## config.mk

```make
export PLATFORM = sky130hd
export DESIGN_NAME = ms_outbuf_flat
export DESIGN_NICKNAME = d
export VERILOG_FILES = /design/src/design/ms_pkg.sv /design/src/design/ms_if.sv /design/src/design/ms_outbuf.sv /design/src/flat_wrapper.sv
export SDC_FILE = /design/constraint.sdc
export NUM_CORES = 1
export LEC_CHECK = 0
export BUFFER_PORTS_ARGS = -buffer_cell sky130_fd_sc_hd__buf_4
export CAP_MARGIN = 40
export CORE_MARGIN = 8
export CORE_UTILIZATION = 51
export CTS_CLUSTER_DIAMETER = 100
export CTS_CLUSTER_SIZE = 28
export DETAILED_ROUTE_END_ITERATION = 7
export PLACE_DENSITY_LB_ADDON = 0.3
export RECOVER_POWER = 50
export SETUP_SLACK_MARGIN = 0.5
export SLEW_MARGIN = 20
export SYNTH_ARGS = -nofsm -noshare
export SYNTH_HDL_FRONTEND = slang
export SYNTH_SLANG_ARGS = --single-unit
```

## constraint.sdc

```tcl
create_clock -name clk -period 7.3 [get_ports clk]
set_input_delay 0.73 -clock clk [delete_from_list [all_inputs] [get_ports clk]]
set_output_delay 0.73 -clock clk [all_outputs]
set_load 0.01 [all_outputs]
```

## src/design/ms_pkg.sv

```systemverilog
// Shared constants and types for the min-tracking stack.
package ms_pkg;

  localparam int STACK_DEPTH = 256;
  localparam int DATA_W      = 32;
  localparam int ADDR_W      = $clog2(STACK_DEPTH);
  localparam int CNT_W       = $clog2(STACK_DEPTH + 1);

  localparam logic KIND_PUSH = 1'b0;
  localparam logic KIND_POP  = 1'b1;

  localparam logic [1:0] STATUS_OK    = 2'd0;
  localparam logic [1:0] STATUS_FULL  = 2'd1;
  localparam logic [1:0] STATUS_EMPTY = 2'd2;

  typedef struct packed {
    logic signed [DATA_W-1:0] min_value;
    logic                     has_min;
    logic [1:0]               status;
  } result_t;

endpackage

```

## src/design/ms_if.sv

```systemverilog


interface ms_rsp_if;
  logic                     valid;
  logic                     ready;
  logic signed [31:0]       min_value;
  logic                     has_min;
  logic [1:0]               status;

  modport source (output valid, min_value, has_min, status, input ready);
  modport sink   (input valid, min_value, has_min, status, output ready);
endinterface

```

## src/design/ms_outbuf.sv

```systemverilog
// Response register with a skid slot.
module ms_outbuf (
  input  logic             clk,
  input  logic             rst,
  input  logic             res_valid,
  input  ms_pkg::result_t  res,
  output logic             space,
  ms_rsp_if.source         rsp
);
  import ms_pkg::*;

  logic    out_valid;
  logic    skid_valid;
  result_t out_data;
  result_t skid_data;
  logic    take;

  assign take  = out_valid && rsp.ready;
  assign space = !skid_valid;

  assign rsp.valid     = out_valid;
  assign rsp.min_value = out_data.min_value;
  assign rsp.has_min   = out_data.has_min;
  assign rsp.status    = out_data.status;

  always_ff @(posedge clk) begin
    if (rst) begin
      out_valid  <= 1'b0;
      skid_valid <= 1'b0;
    end else if (take) begin
      if (skid_valid) begin
        // advance the skid entry, refill it when a new result arrives
        out_data   <= skid_data;
        skid_valid <= res_valid;
        if (res_valid) begin
          skid_data <= res;
        end
      end else if (res_valid) begin
        out_data <= res;
      end else begin
        // drain
        out_valid <= 1'b0;
      end
    end else if (res_valid) begin
      if (!out_valid) begin
        out_data  <= res;
        out_valid <= 1'b1;
      end else begin
        skid_data  <= res;
        skid_valid <= 1'b1;
      end
    end
  end

endmodule

```

## src/flat_wrapper.sv

```systemverilog
// flat-port wrapper written by rule: the top's interface ports become plain ports
module ms_outbuf_flat import ms_pkg::*;
  (clk, rst, res_valid, res, space, rsp_valid, rsp_min_value, rsp_has_min, rsp_status, rsp_ready);
  ms_rsp_if rsp_i ();
  input  logic clk;
  input  logic rst;
  input  logic res_valid;
  input  ms_pkg::result_t res;
  output logic space;
  output wire logic [$bits(rsp_i.valid)-1:0] rsp_valid;
  output wire logic [$bits(rsp_i.min_value)-1:0] rsp_min_value;
  output wire logic [$bits(rsp_i.has_min)-1:0] rsp_has_min;
  output wire logic [$bits(rsp_i.status)-1:0] rsp_status;
  input wire logic [$bits(rsp_i.ready)-1:0] rsp_ready;
  assign rsp_valid = rsp_i.valid;
  assign rsp_min_value = rsp_i.min_value;
  assign rsp_has_min = rsp_i.has_min;
  assign rsp_status = rsp_i.status;
  assign rsp_i.ready = rsp_ready;
  ms_outbuf u_core (.clk(clk), .rst(rst), .res_valid(res_valid), .res(res), .space(space), .rsp(rsp_i));
endmodule
```

==> impl_metrics.toml <==
[synthesis]
yosysMostFrequentCell = "edfxtp_1"
avgSynthCellArea_sq_um = 22.46
async_flop_share = 0
synth-seq-cells = 72
synthTopCellsByArea = "edfxtp_1 (76%), mux2_4 (16%), mux2_2 (2.0%)"
synth_common_cells = "edfxtp_1 (70), mux2_4 (30), mux2_2 (5)"
synth_edf_count = 70
synth_ff_type = "edfxtp_1"
synth_top_area_frac = 0.7609
seq_area_frac_synth = 0.7754
yosysWarnings = 0
synth_area_leader_cell = "edfxtp_1"
synth_nets = 162
yosysUniqueCellTypes = 13
syn_area_sq_mm = 0.002763
syn_inst = 123

[sta]
period_needed_ps = 2969
finalClockSkew_ps = 10.74
setup_tns_ps = 0
tightest_slew_ps = 1927
max_freq_ghz = 0.3369
finalHoldViolations = 0
slew_headroom = -0.2844
setup_viol = 0
finalCritPeriodShare = 0.4067
rsz0062_at_grt = "no"
slew_violations = 50
hold_ws_ps = 540.2

[clock_network]
cts_tree = "built"
post_cts.repair.setup_buffers = 0
cts_buffer_depth = 2
cts_buffers = 9
cts.sinks = 72
clock_tree.root_cell = "clkbuf_8"
hold_buffers = 0
cts_resized = 0
clk_pin_slew_ps = 80
h-tree-depth = 3
insertion_delay_ps = 330

[worst_setup_path]
r2r-end = "u_core.rsp.min_value[23]"
cp-end-kind = "flop"
cp-endpoint = "u_core.rsp.min_value[23]"
r2r-start = "u_core.rsp.valid"
regToRegSetupSlack_ps = 4460
path_max_fanout = 23
worst_r2r_path_depth = 3
worstPathRequired_ps = 7300
startpoint = "rsp_ready"
path_class = "primary input to flop"
arrival_ps = 2970
start_kind = "primary input"

[cells_and_area]
finalInstanceArea_sq_mm = 0.003387
drive_gt1_frac = 0.3474
num-nets-final = 247
syn_to_final_growth_pct = 22.60
diodes = 0

[floorplan]
rows = 27
core-area_sq_mm = 0.005371
ios = 76
die_y_um = 89.60
start_util = 0.5143
die_x_um = 89.60
dieArea_sq_mm = 0.008028

[global_routing]
antenna_found_initial = 0
grt_max_degree = 36
grt_overflow = 0
gr-usage-all-layers = 0.1367
grt_pass1_wl_mm = 7.886
grt_pass1_vias = 1486

[drt]
drtIter0Drc = 117
drt-total-wl_mm = 5.158
via_per_inst = 4.919
detail-route-antenna-nets = 0
wl_per_cell_um = 18.10
drc = 0
drt-pass1-iter-count = 3
vias = 1402

[placement]
gp_congestion = 0.6946
dpl_cell_area_sq_mm = 0.003415
portBuffers = 75
hpwl_mm = 3.627

[job]
maxCapViolations = 2

[pwr]
power_density_mw_per_mm2 = 243.0
peakVddDrop_v = 0.0001334
p_leak_nw = 1.261

[min_path]
holdCritPathClass = "flop to flop"

[run_status]
outcome = "complete, but fails checks"
violations = "max-capacitance violations, max-slew violations"
worst min path at each step:
stage,startpoint,to,slack [ps],cells past startpoint
2_1_floorplan,u_core.skid_data[25],u_core.rsp.min_value[22],520,1
3_3_place_gp,u_core.skid_data[5],u_core.rsp.min_value[2],530,1
3_5_place_dp,u_core.skid_data[17],u_core.rsp.min_value[14],530,1
4_1_cts,u_core.skid_data[7],u_core.rsp.min_value[4],540,1
5_1_grt,u_core.skid_data[16],u_core.rsp.min_value[13],560,1
6_report,u_core.skid_data[7],u_core.rsp.min_value[4],540,1
worst max-delay path, stage by stage:
cell	delay (ps)
clkbuf_1	180
inv_1	80
a211oi_1	1450
buf_4	510
cell type report:
class | count | area (sq um)
Inverter | 3 | 11.26
Clock inverter | 4 | 45.04
Multi-Input combinational cell | 45 | 580.6
Tap cell | 72 | 90.09
Timing Repair Buffer | 77 | 382.9
Sequential cell | 72 | 2142
Fill cell | 449 | 1984
Clock buffer | 12 | 135.1
cell families (layout without fill, tap and decap cells):
kind of cell / Yosys count / after routing / synth area share
simple gates: 3 / 3 / 0.009509
mux: 35 / 35 / 0.1834
buf+inv: 6 / 96 / 0.01630
compound gates: 7 / 7 / 0.01540
flops: 72 / 72 / 0.7754
metal layers:
metal	global-route usage	up-vias	share of wire
met5	0	-	0
met3	0.04641	7	0.068
li1	-	655	-
met1	0.1628	697	0.40
met4	0.06344	0	0.010
met2	0.2186	43	0.52
registers in the layout, summed over array words and instances (netlist names):
signal / flops
u_core.skid_data: 35
u_core.rsp.min_value: 32
u_core.rsp.status: 2
u_core.rsp.has_min: 1
u_core.rsp.valid: 1
u_core.skid_valid: 1
cells in the final DEF (no fill, tap or decap), drive strengths merged:
cell type   n
clkinv      2
edfxtp     70
clkbuf     85
a211oi      1
o21ai       1
dfxtp       2
bufinv      1
a21oi       4
nand3       1
clkinvlp    1
buf         4
nor3        1
nor2        1
mux2       35
inv         3
o21ba       1
power by group:
group          internal [mW]  switching, mW
combinational         0.0292         0.0279
sequential             0.470        0.00501
clock                  0.156          0.135
total                  0.656          0.167
stage by stage:
step | util | total power, mW | cells | setup slack (ps)
5_1_grt | 0.6306 | 0.8516 | 285 | 4069
3_5_place_dp | 0.6357 | 0.5548 | 269 | 4966
2_1_floorplan | - | 0.5140 | 123 | 3376
4_1_cts | 0.6692 | 0.8437 | 285 | 5240
6_report | 0.6306 | 0.8230 | 285 | 4331
3_3_place_gp | 0.6357 | 0.5516 | 269 | 5027
Note: power is estimated with default switching activity, not from simulation.
